--- src/rtl/aes_pkg.sv ---
package aes_pkg;

    localparam int RoundCount = 14;
    localparam int KeyWords = 8;
    localparam int TotalWords = 4 * (RoundCount + 1);

    typedef struct packed {
        logic        op;
        logic [63:0] block_high;
        logic [63:0] block_low;
    } t_in_beat;

    typedef struct packed {
        logic [63:0] result_high;
        logic [63:0] result_low;
    } t_out_beat;

    localparam logic OpEncrypt = 1'b0;
    localparam logic OpDecrypt = 1'b1;

    localparam logic [1:0] RegKey0 = 2'd0;
    localparam logic [1:0] RegKey1 = 2'd1;
    localparam logic [1:0] RegKey2 = 2'd2;
    localparam logic [1:0] RegKey3 = 2'd3;

    localparam logic [7:0] SBOX [256] = '{
        8'h63,8'h7c,8'h77,8'h7b,8'hf2,8'h6b,8'h6f,8'hc5,8'h30,8'h01,8'h67,8'h2b,8'hfe,8'hd7,8'hab,8'h76,
        8'hca,8'h82,8'hc9,8'h7d,8'hfa,8'h59,8'h47,8'hf0,8'had,8'hd4,8'ha2,8'haf,8'h9c,8'ha4,8'h72,8'hc0,
        8'hb7,8'hfd,8'h93,8'h26,8'h36,8'h3f,8'hf7,8'hcc,8'h34,8'ha5,8'he5,8'hf1,8'h71,8'hd8,8'h31,8'h15,
        8'h04,8'hc7,8'h23,8'hc3,8'h18,8'h96,8'h05,8'h9a,8'h07,8'h12,8'h80,8'he2,8'heb,8'h27,8'hb2,8'h75,
        8'h09,8'h83,8'h2c,8'h1a,8'h1b,8'h6e,8'h5a,8'ha0,8'h52,8'h3b,8'hd6,8'hb3,8'h29,8'he3,8'h2f,8'h84,
        8'h53,8'hd1,8'h00,8'hed,8'h20,8'hfc,8'hb1,8'h5b,8'h6a,8'hcb,8'hbe,8'h39,8'h4a,8'h4c,8'h58,8'hcf,
        8'hd0,8'hef,8'haa,8'hfb,8'h43,8'h4d,8'h33,8'h85,8'h45,8'hf9,8'h02,8'h7f,8'h50,8'h3c,8'h9f,8'ha8,
        8'h51,8'ha3,8'h40,8'h8f,8'h92,8'h9d,8'h38,8'hf5,8'hbc,8'hb6,8'hda,8'h21,8'h10,8'hff,8'hf3,8'hd2,
        8'hcd,8'h0c,8'h13,8'hec,8'h5f,8'h97,8'h44,8'h17,8'hc4,8'ha7,8'h7e,8'h3d,8'h64,8'h5d,8'h19,8'h73,
        8'h60,8'h81,8'h4f,8'hdc,8'h22,8'h2a,8'h90,8'h88,8'h46,8'hee,8'hb8,8'h14,8'hde,8'h5e,8'h0b,8'hdb,
        8'he0,8'h32,8'h3a,8'h0a,8'h49,8'h06,8'h24,8'h5c,8'hc2,8'hd3,8'hac,8'h62,8'h91,8'h95,8'he4,8'h79,
        8'he7,8'hc8,8'h37,8'h6d,8'h8d,8'hd5,8'h4e,8'ha9,8'h6c,8'h56,8'hf4,8'hea,8'h65,8'h7a,8'hae,8'h08,
        8'hba,8'h78,8'h25,8'h2e,8'h1c,8'ha6,8'hb4,8'hc6,8'he8,8'hdd,8'h74,8'h1f,8'h4b,8'hbd,8'h8b,8'h8a,
        8'h70,8'h3e,8'hb5,8'h66,8'h48,8'h03,8'hf6,8'h0e,8'h61,8'h35,8'h57,8'hb9,8'h86,8'hc1,8'h1d,8'h9e,
        8'he1,8'hf8,8'h98,8'h11,8'h69,8'hd9,8'h8e,8'h94,8'h9b,8'h1e,8'h87,8'he9,8'hce,8'h55,8'h28,8'hdf,
        8'h8c,8'ha1,8'h89,8'h0d,8'hbf,8'he6,8'h42,8'h68,8'h41,8'h99,8'h2d,8'h0f,8'hb0,8'h54,8'hbb,8'h16
    };

    localparam logic [7:0] ISBOX [256] = '{
        8'h52,8'h09,8'h6a,8'hd5,8'h30,8'h36,8'ha5,8'h38,8'hbf,8'h40,8'ha3,8'h9e,8'h81,8'hf3,8'hd7,8'hfb,
        8'h7c,8'he3,8'h39,8'h82,8'h9b,8'h2f,8'hff,8'h87,8'h34,8'h8e,8'h43,8'h44,8'hc4,8'hde,8'he9,8'hcb,
        8'h54,8'h7b,8'h94,8'h32,8'ha6,8'hc2,8'h23,8'h3d,8'hee,8'h4c,8'h95,8'h0b,8'h42,8'hfa,8'hc3,8'h4e,
        8'h08,8'h2e,8'ha1,8'h66,8'h28,8'hd9,8'h24,8'hb2,8'h76,8'h5b,8'ha2,8'h49,8'h6d,8'h8b,8'hd1,8'h25,
        8'h72,8'hf8,8'hf6,8'h64,8'h86,8'h68,8'h98,8'h16,8'hd4,8'ha4,8'h5c,8'hcc,8'h5d,8'h65,8'hb6,8'h92,
        8'h6c,8'h70,8'h48,8'h50,8'hfd,8'hed,8'hb9,8'hda,8'h5e,8'h15,8'h46,8'h57,8'ha7,8'h8d,8'h9d,8'h84,
        8'h90,8'hd8,8'hab,8'h00,8'h8c,8'hbc,8'hd3,8'h0a,8'hf7,8'he4,8'h58,8'h05,8'hb8,8'hb3,8'h45,8'h06,
        8'hd0,8'h2c,8'h1e,8'h8f,8'hca,8'h3f,8'h0f,8'h02,8'hc1,8'haf,8'hbd,8'h03,8'h01,8'h13,8'h8a,8'h6b,
        8'h3a,8'h91,8'h11,8'h41,8'h4f,8'h67,8'hdc,8'hea,8'h97,8'hf2,8'hcf,8'hce,8'hf0,8'hb4,8'he6,8'h73,
        8'h96,8'hac,8'h74,8'h22,8'he7,8'had,8'h35,8'h85,8'he2,8'hf9,8'h37,8'he8,8'h1c,8'h75,8'hdf,8'h6e,
        8'h47,8'hf1,8'h1a,8'h71,8'h1d,8'h29,8'hc5,8'h89,8'h6f,8'hb7,8'h62,8'h0e,8'haa,8'h18,8'hbe,8'h1b,
        8'hfc,8'h56,8'h3e,8'h4b,8'hc6,8'hd2,8'h79,8'h20,8'h9a,8'hdb,8'hc0,8'hfe,8'h78,8'hcd,8'h5a,8'hf4,
        8'h1f,8'hdd,8'ha8,8'h33,8'h88,8'h07,8'hc7,8'h31,8'hb1,8'h12,8'h10,8'h59,8'h27,8'h80,8'hec,8'h5f,
        8'h60,8'h51,8'h7f,8'ha9,8'h19,8'hb5,8'h4a,8'h0d,8'h2d,8'he5,8'h7a,8'h9f,8'h93,8'hc9,8'h9c,8'hef,
        8'ha0,8'he0,8'h3b,8'h4d,8'hae,8'h2a,8'hf5,8'hb0,8'hc8,8'heb,8'hbb,8'h3c,8'h83,8'h53,8'h99,8'h61,
        8'h17,8'h2b,8'h04,8'h7e,8'hba,8'h77,8'hd6,8'h26,8'he1,8'h69,8'h14,8'h63,8'h55,8'h21,8'h0c,8'h7d
    };

    function automatic logic [7:0] xtime(input logic [7:0] a);
        return {a[6:0], 1'b0} ^ (a[7] ? 8'h1b : 8'h00);
    endfunction

    function automatic logic [31:0] sub_word(input logic [31:0] w);
        return {SBOX[w[31:24]], SBOX[w[23:16]], SBOX[w[15:8]], SBOX[w[7:0]]};
    endfunction

endpackage

--- src/rtl/aes_key_sched.sv ---
module aes_key_sched #(
    parameter int ROUND_COUNT = aes_pkg::RoundCount
) (
    input  logic                           i_clk,
    input  logic                           i_rst_n,
    input  logic                           i_restart,
    input  logic [255:0]                   i_key,
    input  logic [$clog2(ROUND_COUNT+1)-1:0] i_rd_addr,
    output logic [127:0]                   o_rd_key,
    output logic                           o_busy
);
    import aes_pkg::*;

    localparam int AW = $clog2(ROUND_COUNT + 1);
    localparam int WC = 4 * (ROUND_COUNT + 1);
    localparam int WW = $clog2(WC + 1);

    // one key word per cycle into a sliding window of the last eight words
    logic [31:0]  r_win [8];
    logic [WW-1:0] r_idx;
    logic [7:0]   r_rcon;
    logic         r_run;
    logic [127:0] r_acc;
    logic [127:0] mem [ROUND_COUNT+1];
    logic [127:0] r_rd;

    logic [31:0] t_rot, n_word;
    always_comb begin
        t_rot = r_win[7];
        if (r_idx[2:0] == 3'd0)
            t_rot = sub_word({r_win[7][23:0], r_win[7][31:24]}) ^ {r_rcon, 24'h0};
        else if (r_idx[2:0] == 3'd4)
            t_rot = sub_word(r_win[7]);
        n_word = r_win[0] ^ t_rot;
    end

    always_ff @(posedge i_clk) begin
        if (!i_rst_n || i_restart) begin
            for (int k = 0; k < 8; k++) r_win[k] <= i_key[255-32*k -: 32];
            r_idx  <= WW'(0);
            r_rcon <= 8'h01;
            r_run  <= 1'b1;
        end else if (r_run) begin
            logic [31:0] w;
            w = (r_idx < WW'(8)) ? r_win[r_idx[2:0]] : n_word;
            r_acc <= {r_acc[95:0], w};
            if (r_idx[1:0] == 2'd3)
                mem[AW'(r_idx >> 2)] <= {r_acc[95:0], w};
            if (r_idx >= WW'(8)) begin
                for (int k = 0; k < 7; k++) r_win[k] <= r_win[k+1];
                r_win[7] <= n_word;
                if (r_idx[2:0] == 3'd0) r_rcon <= xtime(r_rcon);
            end
            if (r_idx == WW'(WC - 1)) r_run <= 1'b0;
            r_idx <= r_idx + WW'(1);
        end
    end

    always_ff @(posedge i_clk) r_rd <= mem[i_rd_addr];

    assign o_rd_key = r_rd;
    assign o_busy   = r_run;
endmodule

--- config.mk ---
export PLATFORM = sky130hd
export DESIGN_NAME = aes_key_sched
export DESIGN_NICKNAME = d
export VERILOG_FILES = /design/src/rtl/aes_pkg.sv /design/src/rtl/aes_key_sched.sv
export SDC_FILE = /design/constraint.sdc
export NUM_CORES = 2
export LEC_CHECK = 0
export CORE_MARGIN = 2
export CORE_UTILIZATION = 52
export DETAILED_ROUTE_END_ITERATION = 12
export DONT_BUFFER_PORTS = 1
export HOLD_SLACK_MARGIN = 0.15
export MAX_ROUTING_LAYER = met4
export PLACE_DENSITY = 0.78
export RECOVER_POWER = 25
export REMOVE_ABC_BUFFERS = 1
export SETUP_SLACK_MARGIN = 0.1
export SYNTH_ARGS = -nofsm -noshare
export SYNTH_HDL_FRONTEND = slang
export SYNTH_SLANG_ARGS = --single-unit
--- constraint.sdc ---
create_clock -name i_clk -period 15.8 [get_ports i_clk]
set_input_delay 3.16 -clock i_clk [delete_from_list [all_inputs] [get_ports i_clk]]
set_output_delay 3.16 -clock i_clk [all_outputs]
set_load 0.005 [all_outputs]
==> metrics <==
status=complete, but fails checks; failing checks=slew limit; Via density=6.83; synth top area cells=edfxtp_1 (64%), mux4_2 (13%), dfxtp_1 (2.8%); fillers=14,500; startpoint types=primary input; drt pass-1 iters=6; IO Pins=392; ANT nets after route=0; FF-to-FF Start=r_win[7][0]; Hold Fails Final Rpt=0; Top cell by count, worst path=buf_4; area grow syn2layout=9.77%; crit path max fanout=39; total CTS buffers=229; first-pass GRT wire length=between 400 and 500 mm; Site Rows=165; crit end category=register; launch point of the worst path=i_rst_n; Worst-Skew Late Latency=between 800 and 900 ps; largest net degree at the start of global routing=641; Worst Path Arrival=7070 ps; most common cell after layout, fill and taps aside=edfxtp_1; DP HPWL=~170 mm; Slew Limit Headroom=-39.0%; Power Density=between 100 and 150 nW/um^2; Crit path required time=between 15,000 and 20,000 ps; Max Clk Rate=152 MHz; WS Path Type=primary input to register; layout cell share with drive strength beyond 1=22.3%; Final min period=6600 ps; unrepaired setup endpoints after global routing=false; setup violators final=0; total chip power=14.9 mW; drt drc=0; die area=208,000 sq um; CP cell instances=nor2b_2 -> and2_4 -> nand4_1 -> nor2_4 -> buf_4 -> buf_4; synth warn=0; worst IR drop on VDD=0.000114 V; Clock transition at path regs=~80 ps; cts hold-fix bufs=0; final wirelength=314 mm; core area=between 200,000 and 250,000 sq um; clk buf depth=3; leak pwr=roughly 37 nW; Seq/Total Area, Yosys=67.1%; Max H-tree Level=4; Post-synth top flop=edfxtp_1; Overall Global Routing Usage=30.8%; Yosys reg bits=2,418; EDFF count, synth=about 2,300; Placed Cells=8,648; initial antenna violation count=34; Wirelength per Cell=34.5 um; min-delay src=r_rcon[4]; Root Driver=clkbuf_16; slowest stage delay, CP=980 ps; most frequent cells in the layout=edfxtp_1 (2,272), mux4_2 (625), nand2_1 (374); Die X=about 460 um; Cell variety after synth=99; worst slew pin tran=between 2000 and 2500 ps; CP Buf/Inv Count=2; Mapped Avg Cell Area=16.7 sq um; DRT iter0 DRCs=8,660; cell taking the most area after synthesis=edfxtp_1; routability cong.=approximately 1.0; total grt overflow=0; fin cells=9,127; HP Class=register to register; Post-CTS Resized=0; TritonCTS clock tree=built; share of synthesized registers carrying an async set or reset=0%; DR vias=62,300; Worst Skew=99.6 ps; CTS sink count=2,418; Synth top area share=between 60% and 70%; number of global-route vias before repair=around 63,000; CP max-delay cell=nor2_4; PortBufs=0; post-route clock period utilization=41.8%; Max-Cap Viols=0; Final nets=6,533; Cells after Synth=between 6,000 and 7,000; die height=456 um; family with the most delay on the worst path=simple AND/OR/NAND/NOR gates; Synth Cell Area=106,000 sq um; Initial Util=52.4%; Slew Viols, Final=approximately 430; Post CTS Setup Buffer Count=0
-- stage by stage --
| stage | utilization (%) | hold slack [ps] | setup slack, ps | setup TNS [ps] | area (sq um) |
|---|---|---|---|---|---|
| 6_report | 57.5 | 468 | 9200 | 0 | 116000 |
| 4_1_cts | 57.4 | 430 | 9290 | 0 | 116000 |
| 5_1_grt | 57.5 | 470 | 9140 | 0 | 116000 |
| 2_1_floorplan | - | 454 | -2950 | -814840 | 104000 |
| 3_5_place_dp | 53.5 | 491 | 8370 | 0 | 108000 |
| 3_3_place_gp | 53.5 | 478 | 8430 | 0 | 108000 |
-- worst register-to-register path, delay by kind of cell (launching register included) --
family	cells	cell delay, ps
mux	2	820
compound gates	5	2610
buf+inv	2	680
simple gates	1	510
fa+ha+maj	1	680
flops	1	390
xor+xnor	1	170
-- cell families (layout without fill, tap and decap cells) --
kind of cell	after synthesis	count (layout)	synth area share (%)
fa+ha+maj	62	62	0.731
xor+xnor	53	53	0.438
simple gates	1104	1104	5.07
other cells	0	41	0
flops	2418	2418	67.1
mux	1011	1011	17.2
compound gates	1139	1139	7.11
buf+inv	583	627	2.42
-- Yosys cell counts, types with 80 or more instances --
library cell,instances
nor3_1,115
nor2b_1,90
buf_2,125
o21ai_0,378
nand2b_1,81
edfxtp_1,2272
dfxtp_1,146
mux2i_1,161
nand2_1,375
clkbuf_1,285
a21oi_1,177
mux2_2,223
nor2_1,187
buf_1,80
mux4_2,625
-- path summary, 6_finish.rpt --
path	cells after the start	end	slack (ps)
min reg2reg	2	r_rcon[5]	470
min	2	r_rcon[5]	470
max	6	mem[14][26]	9200
max reg2reg	12	mem[3][10]	9590
-- power breakdown --
part / internal [mW] / switching (mW) / total (mW)
clock network: 3.29 / 2.49 / 5.78
registers: 7.13 / 0.119 / 7.25
logic: 0.675 / 1.17 / 1.84
total: 11.1 / 3.78 / 14.9
-- per-layer routing --
metal / global-route usage, % / share of wire [%]
met5: - / 0
met4: 14.7 / 5.2
met1: 39.1 / 37
met3: 4.59 / 8.2
met2: 49.2 / 50
-- state kept, by name (all words and copies together) (netlist names), named ones only --
register and count:
r_rcon 8, r_idx 6, r_acc 96, o_busy 1, o_rd_key 128, r_win 256, mem 1920
-- area by class of cell --
cell class              count  area, sq um  share of cell area, %
clock buffers             293         6100                   5.24
flip-flops and latches   2418        71200                   61.1
clock inverters           144         1860                   1.60
diodes                     41          103                 0.0881
multi-input cells        3369        32500                   27.9
well taps                2672         3340                   2.87
repair buffers            137         1150                  0.991
inverters                  53          199                  0.171
(Power assumes the default switching activity.)
